===== config.mk =====
export PLATFORM = sky130hd
export DESIGN_NAME = message_queue_with_priority_waiters
export DESIGN_NICKNAME = d
export VERILOG_FILES = /design/src/rtl/mqpw_pkg.sv /design/src/rtl/mqpw_prio_enc.sv /design/src/rtl/mqpw_store.sv /design/src/rtl/message_queue_with_priority_waiters.sv
export SDC_FILE = /design/constraint.sdc
export NUM_CORES = 1
export LEC_CHECK = 0
export ABC_AREA = 1
export BUFFER_PORTS_ARGS = -buffer_cell sky130_fd_sc_hd__buf_2
export CAP_MARGIN = 20
export CORE_MARGIN = 5
export CORE_UTILIZATION = 41
export CTS_BUF_LIST = sky130_fd_sc_hd__clkbuf_16
export CTS_CLUSTER_DIAMETER = 30
export DETAILED_ROUTE_END_ITERATION = 10
export GPL_ROUTABILITY_DRIVEN = 0
export SKIP_LAST_GASP = 1
export SLEW_MARGIN = 20
export SYNTH_ARGS = -nofsm -noshare
export SYNTH_HDL_FRONTEND = slang
export SYNTH_SLANG_ARGS = --single-unit

===== constraint.sdc =====
create_clock -name i_clk -period 5.9 [get_ports i_clk]
set_input_delay 0.885 -clock i_clk [delete_from_list [all_inputs] [get_ports i_clk]]
set_output_delay 0.885 -clock i_clk [all_outputs]
set_load 0.1 [all_outputs]

===== src/rtl/mqpw_pkg.sv =====
// ----------------------------------------------------------------------------
// mqpw_pkg
// Shared types and constants of the priority-waiter message queue.
// ----------------------------------------------------------------------------
package mqpw_pkg;

    localparam int REQ_W  = 2;
    localparam int PRIO_W = 5;
    localparam int STAT_W = 3;
    localparam int MSG_W  = 32;
    localparam int LEN_W  = 5;

    // Queue length after reset.
    localparam logic [LEN_W-1:0] QLEN_RESET = LEN_W'(16);

    typedef enum logic [REQ_W-1:0] {
        REQ_SEND    = 2'd0,
        REQ_RECV    = 2'd1,
        REQ_WD_SEND = 2'd2,
        REQ_WD_RECV = 2'd3
    } t_req;

    typedef enum logic [STAT_W-1:0] {
        ST_DONE    = 3'd0,
        ST_REFUSED = 3'd1,
        ST_BLOCKED = 3'd2,
        ST_TIMEOUT = 3'd3,
        ST_WOKEN   = 3'd4
    } t_status;

    // Result of a search for the most urgent waiter in a bitmap.
    typedef struct packed {
        logic              found;
        logic [PRIO_W-1:0] prio;
    } t_wake;

endpackage


===== src/rtl/mqpw_prio_enc.sv =====
// ----------------------------------------------------------------------------
// mqpw_prio_enc
// Finds the highest set bit of a waiter bitmap.
// ----------------------------------------------------------------------------
module mqpw_prio_enc #(
    parameter int PRIORITIES = 32
) (
    input  logic [PRIORITIES-1:0] i_map,
    output mqpw_pkg::t_wake       o_wake
);
    import mqpw_pkg::*;

    always_comb begin
        o_wake = '0;
        // Later bits overwrite earlier ones, so the top set bit wins.
        for (int i = 0; i < PRIORITIES; i++) begin
            if (i_map[i]) begin
                o_wake.found = 1'b1;
                o_wake.prio  = PRIO_W'(i);
            end
        end
    end

endmodule


===== src/rtl/mqpw_store.sv =====
// ----------------------------------------------------------------------------
// mqpw_store
// Message ring storage with a registered read port that fetches ahead.
// ----------------------------------------------------------------------------
module mqpw_store #(
    parameter int DEPTH  = 16,
    parameter int WIDTH  = 32,
    parameter int SLOT_W = 4
) (
    input  logic              i_clk,
    input  logic              i_wr_en,
    input  logic [SLOT_W-1:0] i_wr_addr,
    input  logic [WIDTH-1:0]  i_wr_data,
    input  logic [SLOT_W-1:0] i_rd_addr,
    output logic [WIDTH-1:0]  o_rd_data
);
    import mqpw_pkg::*;

    logic [WIDTH-1:0] r_mem [0:DEPTH-1];
    logic [WIDTH-1:0] r_rd_data;

    always_ff @(posedge i_clk) begin
        if (i_wr_en) begin
            r_mem[i_wr_addr] <= i_wr_data;
        end
        // The read address is the head slot of the next cycle; a write to that
        // same slot is forwarded so the head word is never stale.
        if (i_wr_en && (i_wr_addr == i_rd_addr)) begin
            r_rd_data <= i_wr_data;
        end else begin
            r_rd_data <= r_mem[i_rd_addr];
        end
    end

    assign o_rd_data = r_rd_data;

endmodule


===== src/rtl/message_queue_with_priority_waiters.sv =====
// ----------------------------------------------------------------------------
// message_queue_with_priority_waiters
// Hardware mailbox: a message ring plus bitmaps of blocked senders and
// receivers, one bit per task priority.
// ----------------------------------------------------------------------------
// Usage:
// Requests enter on the input channel (i_valid / o_stall) and each produces
// exactly one result transaction on the output channel (o_valid / i_stall).
// A request is captured in an input register, and once the result register
// is free or being taken, a single pass updates the count, the ring slots
// and both waiter bitmaps and loads the result register, which drives
// o_valid. One request is taken every cycle while the receiver does not
// stall; the next request reads the queue state that the pass updated.
// The head message is prefetched from the ring into a register, so a
// receive does not wait for a memory read.
// When the receiver stalls, the result register holds its transaction and
// the input register still accepts one more request; after that o_stall
// rises until the result is taken.
// Reset (synchronous, active low) empties the queue, clears both bitmaps and sets the slot limit to 16.
// The slot limit is written through the APB port at any address with paddr[2] clear; the user must
// write it only while no request is in flight, and the block itself does not enforce this.
// ----------------------------------------------------------------------------
module message_queue_with_priority_waiters #(
    parameter int DEPTH      = 16,
    parameter int MSG_BITS   = 32,
    parameter int PRIORITIES = 32
) (
    input  logic                          i_clk,
    input  logic                          i_rst_n,
    // Request channel
    input  logic                          i_valid,
    output logic                          o_stall,
    input  logic [mqpw_pkg::REQ_W-1:0]    i_req_type,
    input  logic [mqpw_pkg::PRIO_W-1:0]   i_task_priority,
    input  logic                          i_may_block,
    input  logic [mqpw_pkg::MSG_W-1:0]    i_message_in,
    // Result channel
    output logic                          o_valid,
    input  logic                          i_stall,
    output logic [mqpw_pkg::STAT_W-1:0]   o_status,
    output logic [mqpw_pkg::MSG_W-1:0]    o_message_out,
    output logic                          o_woke_valid,
    output logic [mqpw_pkg::PRIO_W-1:0]   o_woke_priority,
    output logic                          o_preempt,
    output logic [mqpw_pkg::LEN_W-1:0]    o_fill_level,
    // Configuration port
    input  logic                          psel,
    input  logic                          penable,
    input  logic                          pwrite,
    input  logic [2:0]                    paddr,
    input  logic [31:0]                   pwdata,
    output logic [31:0]                   prdata,
    output logic                          pready
);
    import mqpw_pkg::*;

    localparam int SLOT_W    = (DEPTH > 1) ? $clog2(DEPTH) : 1;
    localparam int STORE_W   = (MSG_BITS < MSG_W) ? MSG_BITS : MSG_W;
    localparam int PIDX_W    = $clog2(PRIORITIES);
    localparam int DEPTH_CAP = (DEPTH > 31) ? 31 : DEPTH;
    localparam int CMP_W     = ((SLOT_W > LEN_W) ? SLOT_W : LEN_W) + 1;

    // Configuration
    logic [LEN_W-1:0] r_qlen;
    logic             cfg_wr;
    logic [LEN_W-1:0] len;

    // Queue state
    logic [SLOT_W-1:0]     r_wslot, n_wslot;
    logic [SLOT_W-1:0]     r_rslot, n_rslot;
    logic [LEN_W-1:0]      r_count, n_count;
    logic [PRIORITIES-1:0] r_snd_wait, n_snd_wait;
    logic [PRIORITIES-1:0] r_rcv_wait, n_rcv_wait;

    // Input register
    logic              r_in_valid;
    t_req              r_req;
    logic [PRIO_W-1:0] r_prio;
    logic              r_blk;
    logic [MSG_W-1:0]  r_msg;

    // Result register
    logic              r_out_valid;
    t_status           r_status;
    logic [MSG_W-1:0]  r_mout;
    logic              r_woke;
    logic [PRIO_W-1:0] r_wprio;
    logic              r_preempt;
    logic [LEN_W-1:0]  r_fill;

    // Processing pass
    logic              advance;
    logic              fire;
    logic              in_accept;
    logic [PRIO_W-1:0] prio_c;
    logic [PRIORITIES-1:0] pbit;
    logic [PRIORITIES-1:0] wake_clr;
    t_wake             snd_wake, rcv_wake;
    t_status           n_status;
    logic [MSG_W-1:0]  n_mout;
    logic              n_woke;
    logic [PRIO_W-1:0] n_wprio;
    logic              store_wr;
    logic [STORE_W-1:0] head_data;

    function automatic logic [SLOT_W-1:0] f_next_slot(
        input logic [SLOT_W-1:0] s,
        input logic [LEN_W-1:0]  l
    );
        logic [CMP_W-1:0] n;
        n = CMP_W'(s) + CMP_W'(1);
        return (n >= CMP_W'(l)) ? '0 : SLOT_W'(n);
    endfunction

    // ------------------------------------------------------------------
    // Configuration port
    // ------------------------------------------------------------------
    assign pready = 1'b1;
    assign cfg_wr = psel && penable && pwrite && !paddr[2];
    assign prdata = paddr[2] ? 32'd0 : 32'(r_qlen);

    always_comb begin
        if (r_qlen == '0) begin
            len = LEN_W'(1);
        end else if (r_qlen > LEN_W'(DEPTH_CAP)) begin
            len = LEN_W'(DEPTH_CAP);
        end else begin
            len = r_qlen;
        end
    end

    // ------------------------------------------------------------------
    // Handshakes
    // ------------------------------------------------------------------
    assign advance   = !r_out_valid || !i_stall;
    assign fire      = r_in_valid && advance;
    assign o_stall   = r_in_valid && !advance;
    assign in_accept = i_valid && !o_stall;

    // ------------------------------------------------------------------
    // Waiter search
    // ------------------------------------------------------------------
    mqpw_prio_enc #(.PRIORITIES(PRIORITIES)) u_snd_enc (
        .i_map  (r_snd_wait),
        .o_wake (snd_wake)
    );

    mqpw_prio_enc #(.PRIORITIES(PRIORITIES)) u_rcv_enc (
        .i_map  (r_rcv_wait),
        .o_wake (rcv_wake)
    );

    // ------------------------------------------------------------------
    // Message ring
    // ------------------------------------------------------------------
    mqpw_store #(
        .DEPTH  (DEPTH),
        .WIDTH  (STORE_W),
        .SLOT_W (SLOT_W)
    ) u_store (
        .i_clk     (i_clk),
        .i_wr_en   (store_wr),
        .i_wr_addr (r_wslot),
        .i_wr_data (STORE_W'(r_msg)),
        .i_rd_addr (n_rslot),
        .o_rd_data (head_data)
    );

    // ------------------------------------------------------------------
    // Request processing
    // ------------------------------------------------------------------
    always_comb begin
        prio_c = (r_prio > PRIO_W'(PRIORITIES - 1)) ? PRIO_W'(PRIORITIES - 1) : r_prio;
        pbit   = '0;
        pbit[PIDX_W'(prio_c)] = 1'b1;

        n_wslot    = r_wslot;
        n_rslot    = r_rslot;
        n_count    = r_count;
        n_snd_wait = r_snd_wait;
        n_rcv_wait = r_rcv_wait;
        n_status   = ST_REFUSED;
        n_mout     = '0;
        n_woke     = 1'b0;
        n_wprio    = '0;
        store_wr   = 1'b0;
        wake_clr   = '0;

        if (fire) begin
            case (r_req)
                REQ_SEND: begin
                    if (r_count < len) begin
                        store_wr = 1'b1;
                        n_wslot  = f_next_slot(r_wslot, len);
                        n_count  = r_count + LEN_W'(1);
                        n_status = ST_DONE;
                        if (rcv_wake.found) begin
                            n_woke   = 1'b1;
                            n_wprio  = rcv_wake.prio;
                            wake_clr[PIDX_W'(rcv_wake.prio)] = 1'b1;
                        end
                        n_rcv_wait = r_rcv_wait & ~wake_clr;
                    end else if ((r_count == len) && r_blk) begin
                        n_snd_wait = r_snd_wait | pbit;
                        n_status   = ST_BLOCKED;
                    end
                end
                REQ_RECV: begin
                    if (r_count != '0) begin
                        n_mout   = MSG_W'(head_data);
                        n_rslot  = f_next_slot(r_rslot, len);
                        n_count  = r_count - LEN_W'(1);
                        n_status = ST_DONE;
                        if (snd_wake.found) begin
                            n_woke   = 1'b1;
                            n_wprio  = snd_wake.prio;
                            wake_clr[PIDX_W'(snd_wake.prio)] = 1'b1;
                        end
                        n_snd_wait = r_snd_wait & ~wake_clr;
                    end else if (r_blk) begin
                        n_rcv_wait = r_rcv_wait | pbit;
                        n_status   = ST_BLOCKED;
                    end
                end
                REQ_WD_SEND: begin
                    if ((r_snd_wait & pbit) != '0) begin
                        n_snd_wait = r_snd_wait & ~pbit;
                        n_status   = ST_TIMEOUT;
                    end else begin
                        n_status   = ST_WOKEN;
                    end
                end
                REQ_WD_RECV: begin
                    if ((r_rcv_wait & pbit) != '0) begin
                        n_rcv_wait = r_rcv_wait & ~pbit;
                        n_status   = ST_TIMEOUT;
                    end else begin
                        n_status   = ST_WOKEN;
                    end
                end
                default: begin
                    n_status = ST_REFUSED;
                end
            endcase
        end
    end

    // ------------------------------------------------------------------
    // Registers
    // ------------------------------------------------------------------
    always_ff @(posedge i_clk) begin
        if (!i_rst_n) begin
            r_qlen      <= QLEN_RESET;
            r_wslot     <= '0;
            r_rslot     <= '0;
            r_count     <= '0;
            r_snd_wait  <= '0;
            r_rcv_wait  <= '0;
            r_in_valid  <= 1'b0;
            r_out_valid <= 1'b0;
        end else begin
            if (cfg_wr) begin
                r_qlen <= pwdata[LEN_W-1:0];
            end
            r_wslot    <= n_wslot;
            r_rslot    <= n_rslot;
            r_count    <= n_count;
            r_snd_wait <= n_snd_wait;
            r_rcv_wait <= n_rcv_wait;
            if (in_accept) begin
                r_in_valid <= 1'b1;
            end else if (advance) begin
                r_in_valid <= 1'b0;
            end
            if (advance) begin
                r_out_valid <= r_in_valid;
            end
        end
    end

    always_ff @(posedge i_clk) begin
        if (in_accept) begin
            r_req  <= t_req'(i_req_type);
            r_prio <= i_task_priority;
            r_blk  <= i_may_block;
            r_msg  <= i_message_in;
        end
        if (fire) begin
            r_status  <= n_status;
            r_mout    <= n_mout;
            r_woke    <= n_woke;
            r_wprio   <= n_wprio;
            r_preempt <= n_woke && (n_wprio > prio_c);
            r_fill    <= n_count;
        end
    end

    assign o_valid         = r_out_valid;
    assign o_status        = r_status;
    assign o_message_out   = r_mout;
    assign o_woke_valid    = r_woke;
    assign o_woke_priority = r_wprio;
    assign o_preempt       = r_preempt;
    assign o_fill_level    = r_fill;

endmodule


==> reports/results.txt <==
For this run, the total global-route usage over all layers was measured as 19.4%. Hold timing on the final database bottoms out at a slack of 0.326 ns. TritonCTS built the clock tree.

The total area inside the core boundary comes to 73000 um^2. The highest metal layer carrying signal wires in the routed design is met5. Across the routed clock network, the largest skew measured is 0.0486 ns. The root cell of the clock tree is sky130_fd_sc_hd__clkbuf_16. The total power divided by cell area is 393 nW/um^2, and the proportion of power drawn by the clock network is 58.7%. Cells with a size suffix above 1 make up 14.7% of the layout. The tools report the combinational share of power as 4.1%. The run gives 0 as the remaining design rule violation count.

The type of the tightest min-delay check is input pin to register. In this run the core area contains 99 standard-cell rows. The via count of the first global-routing pass was 21214; the initial antenna violation count was 4. In this run switching power makes up 22.7% of total power. Number of instances on the worst hold path: 1. The run finished with clean final reports. The fill cell total of the finished layout was 6265.

The HPWL after detailed placement is 45500 um. The largest area contributor in the synthesized netlist was sky130_fd_sc_hd__edfxtp_1. Counting flops with a built-in enable in the synthesized netlist gives 599. For this configuration, the core starts out at a cell density of 41.4%. For the final routed database, the setup TNS stands at 0 ns. The worst path uses 72.3% of the clock period. The tools report the via count as 21351.

Dividing the detail-routed wire length by the instance count gives 19.8 um. Ranked by total cell area, the synthesized netlist is headed by sky130_fd_sc_hd__edfxtp_1 60%, sky130_fd_sc_hd__dfxtp_1 5.8%, sky130_fd_sc_hd__o21ai_0 5.8%. CTS saw 687 sinks. After synthesis, the share of flip-flops with an asynchronous set or reset is 0%. The overall power consumption is 14.5 mW. The primary flip-flop cell chosen by synthesis mapping is sky130_fd_sc_hd__edfxtp_1. The number of input and output port buffers inserted is 106, and the cell leakage power is 13.6 nW.

The routed design has 78900 um of wire. The maximum frequency from static timing analysis was 235 MHz. The run gives 0 as the count of instances resized after the clock tree is built. Detailed routing placed a total of 38500 um of wire on met2. The number of DRC violations after detailed-routing iteration 0 came out at 2030.

The average cell area after synthesis is 11.0 um^2, and the number of warning messages in the yosys log is 0. Cell internal power was estimated by the tool at 11.2 mW. Prior to clock tree synthesis, the placed netlist has a worst setup slack of 1.69 ns.

The placed cell area came out at 31700 um^2. STA classifies the critical path endpoint as a register. At the end of the flow the core is filled with cells to 50.7%. Setup repair after global routing left no endpoint under its margin. The run gives 30200 um^2 as the post-synthesis instance area. The clock passes through at most 3 buffers.

The logs give 79200 um^2 for the die area and 65.4% for the share of the yosys chip area belonging to registers. After clock tree synthesis, the setup repair step added 0 buffers. Critical path start-end classification: register to register. The pin count of the biggest net entering global routing is 157, and the depth of the most critical reg-to-reg path is 14. The worst path meets setup with 1.64 ns of slack.

The number of cells in the design after placement is 3709. Yosys mapped the design onto 45 distinct sky130hd cell types. The detail route stage leaves a number of antenna-violating nets equal to 0. The total overflow left after global routing is 0.

After the last flow step, the layout net total stands at 3017. The via-per-instance ratio was 5.36; the synthesis-to-finish area growth was 22.6%. The share of Yosys cell area claimed by the top area cell type was 59.5%.

Setup violations remaining at the end of the flow were counted as 0. The routed design could run at a clock period as short as 4.26 ns. Clock-pin slew was measured on the worst setup and hold paths at 0.05 ns. The first global-routing pass estimated 120000 um of wire. IR analysis of the VDD net gives a maximum drop of 0.284 mV. The post-layout instance count excluding filler cells was 3987. The H-tree generated during clock tree synthesis spans 4 levels.

In the layout the commonest cells are 599 x sky130_fd_sc_hd__edfxtp_1, 406 x sky130_fd_sc_hd__nand2_1, 349 x sky130_fd_sc_hd__o21ai_0. The worst-margin pin slew works out to 1.04 ns. During I/O placement, the number of pins put on the boundary was 164. The die is 281 um tall. The endpoint required time on the critical path came out at 6.26 ns. The finished cells cover 37000 um^2. Headroom to the max-slew limit came out at 30.2%. The run gives 7 as the length of the first detailed-routing pass in iterations.

Clock latency on the worst-skew pair, taken at its later pin, is 0.73 ns. The library cell used most frequently in the layout, excluding fill and tap cells, is sky130_fd_sc_hd__edfxtp_1. Summed over all nets, the switching power comes to 3.30 mW.

The final count of hold timing violations was 0; the cell count after synthesis was 2745. Across the run, the number of max-cap violations was 0. The floorplan step set the die width to 281 um. STA classifies the critical path startpoint as a register.

The total routed wire length on the met1 layer was 33200 um; the number of buffers inserted during clock tree synthesis was 149. Length of routed met3 wiring: 5020 um. STA puts the critical path data arrival time at 4.62 ns. The highest fanout seen on the critical path works out to 21. The final-report max-slew violation count is 0, and the count of state elements after synthesis is 687. Hold repair after CTS inserted 0 buffers. Sequential cells account for 37.2% of the total power.
power by group through the flow:
| stage | combinational (mW) | clock [mW] | sequential, mW |
|---|---|---|---|
| 2_1_floorplan | 0.359 | 0 | 5.57 |
| 3_3_place_gp | 0.575 | 0 | 5.50 |
| 3_5_place_dp | 0.580 | 0 | 5.50 |
| 4_1_cts | 0.582 | 8.67 | 5.42 |
| 5_1_grt | 0.627 | 8.94 | 5.42 |
| 6_report | 0.590 | 8.53 | 5.42 |
synthesized netlist by cell type (2+ instances only):
cell                         n
sky130_fd_sc_hd__nor4_1      8
sky130_fd_sc_hd__nand4_1    30
sky130_fd_sc_hd__dfxtp_1    88
sky130_fd_sc_hd__a221oi_2    2
sky130_fd_sc_hd__buf_4      30
sky130_fd_sc_hd__a21oi_1   238
sky130_fd_sc_hd__o21ai_1     6
sky130_fd_sc_hd__a31oi_1    37
sky130_fd_sc_hd__buf_1      18
sky130_fd_sc_hd__nand2_2     2
sky130_fd_sc_hd__o22ai_1    19
sky130_fd_sc_hd__o21ai_0   349
sky130_fd_sc_hd__nand2_4     6
sky130_fd_sc_hd__and3_1      2
sky130_fd_sc_hd__a22oi_1     5
sky130_fd_sc_hd__a21boi_0    2
sky130_fd_sc_hd__a211oi_1    2
sky130_fd_sc_hd__conb_1      2
sky130_fd_sc_hd__mux2i_1   128
sky130_fd_sc_hd__nand2_1   406
sky130_fd_sc_hd__ha_1       33
sky130_fd_sc_hd__nor3_1     41
sky130_fd_sc_hd__o21a_1      2
sky130_fd_sc_hd__inv_2      13
sky130_fd_sc_hd__buf_6       2
sky130_fd_sc_hd__nor2_1    140
sky130_fd_sc_hd__a21oi_2     4
sky130_fd_sc_hd__buf_2      16
sky130_fd_sc_hd__o31ai_1     2
sky130_fd_sc_hd__o21bai_1    2
sky130_fd_sc_hd__inv_1     295
sky130_fd_sc_hd__a221oi_1    4
sky130_fd_sc_hd__clkbuf_1  101
sky130_fd_sc_hd__nand3_1    55
sky130_fd_sc_hd__o221ai_1    3
sky130_fd_sc_hd__and2_1      2
sky130_fd_sc_hd__o211ai_1   38
sky130_fd_sc_hd__xor2_1      7
sky130_fd_sc_hd__edfxtp_1  599
kinds of logic after synthesis:
kind of cell / Yosys count / synth area share (%)
compound gates: 718 / 12.8
simple gates: 695 / 9.57
flops: 687 / 65.4
buf+inv: 475 / 6.39
mux: 128 / 4.24
fa+ha+maj: 33 / 1.37
xor+xnor: 7 / 0.203
other cells: 2 / 0.0249
flip-flops by register name (all words and copies together) (netlist names), 4 cells and up, named ones only:
register and cells:
o_fill_level 5, o_message_out 32, o_woke_priority 5, r_count 5
r_msg 32, r_prio 5, r_qlen 5, r_rcv_wait 32
r_rslot 4, r_snd_wait 32, r_wslot 4, u_store.r_mem 512
layer usage:
metal  track usage [%]  vias to the layer above
li1                  -                    10021
met1              24.8                    10337
met2              32.6                      801
met3              4.56                      188
met4              7.10                        4
met5                 0                        -
critical path: stages (launching register included):
cell,delay (ns)
sky130_fd_sc_hd__dfxtp_1,0.29
sky130_fd_sc_hd__inv_1,0.11
sky130_fd_sc_hd__nand4_1,0.12
sky130_fd_sc_hd__nand2_1,0.10
sky130_fd_sc_hd__nand2_1,0.12
sky130_fd_sc_hd__ha_1,0.32
sky130_fd_sc_hd__a21oi_1,0.13
sky130_fd_sc_hd__or2_2,0.12
sky130_fd_sc_hd__nand3_1,0.19
sky130_fd_sc_hd__nor2_1,0.26
sky130_fd_sc_hd__inv_1,0.14
sky130_fd_sc_hd__nor2_1,0.36
sky130_fd_sc_hd__nand2_1,0.35
sky130_fd_sc_hd__nor2_4,0.88
sky130_fd_sc_hd__buf_4,0.39
path summary, 6_finish.rpt:
path | endpoint | from | slack (ns)
max | u_store.r_mem[14][25]$_DFFE_PP_ | r_qlen[0]$_SDFFE_PN0P_ | 1.64
min reg2reg | register | r_rslot[3]$_SDFF_PN0_ | 0.48
max reg2reg | u_store.r_mem[14][25]$_DFFE_PP_ | r_qlen[0]$_SDFFE_PN0P_ | 1.64
min | r_prio[0]$_DFFE_PP_ | i_task_priority[0] | 0.33
final cells by class:
cell class / count / area (um^2) / area share [%]
flip-flops and latches: 687 / 19800 / 53.4
diodes: 2 / 5.00 / 0.0135
multi-input cells: 1609 / 8740 / 23.6
repair buffers: 147 / 867 / 2.34
clock inverters: 126 / 1570 / 4.23
inverters: 308 / 1160 / 3.13
clock buffers: 149 / 3730 / 10.1
well taps: 959 / 1200 / 3.24
Power figures use the tool's default switching activity.
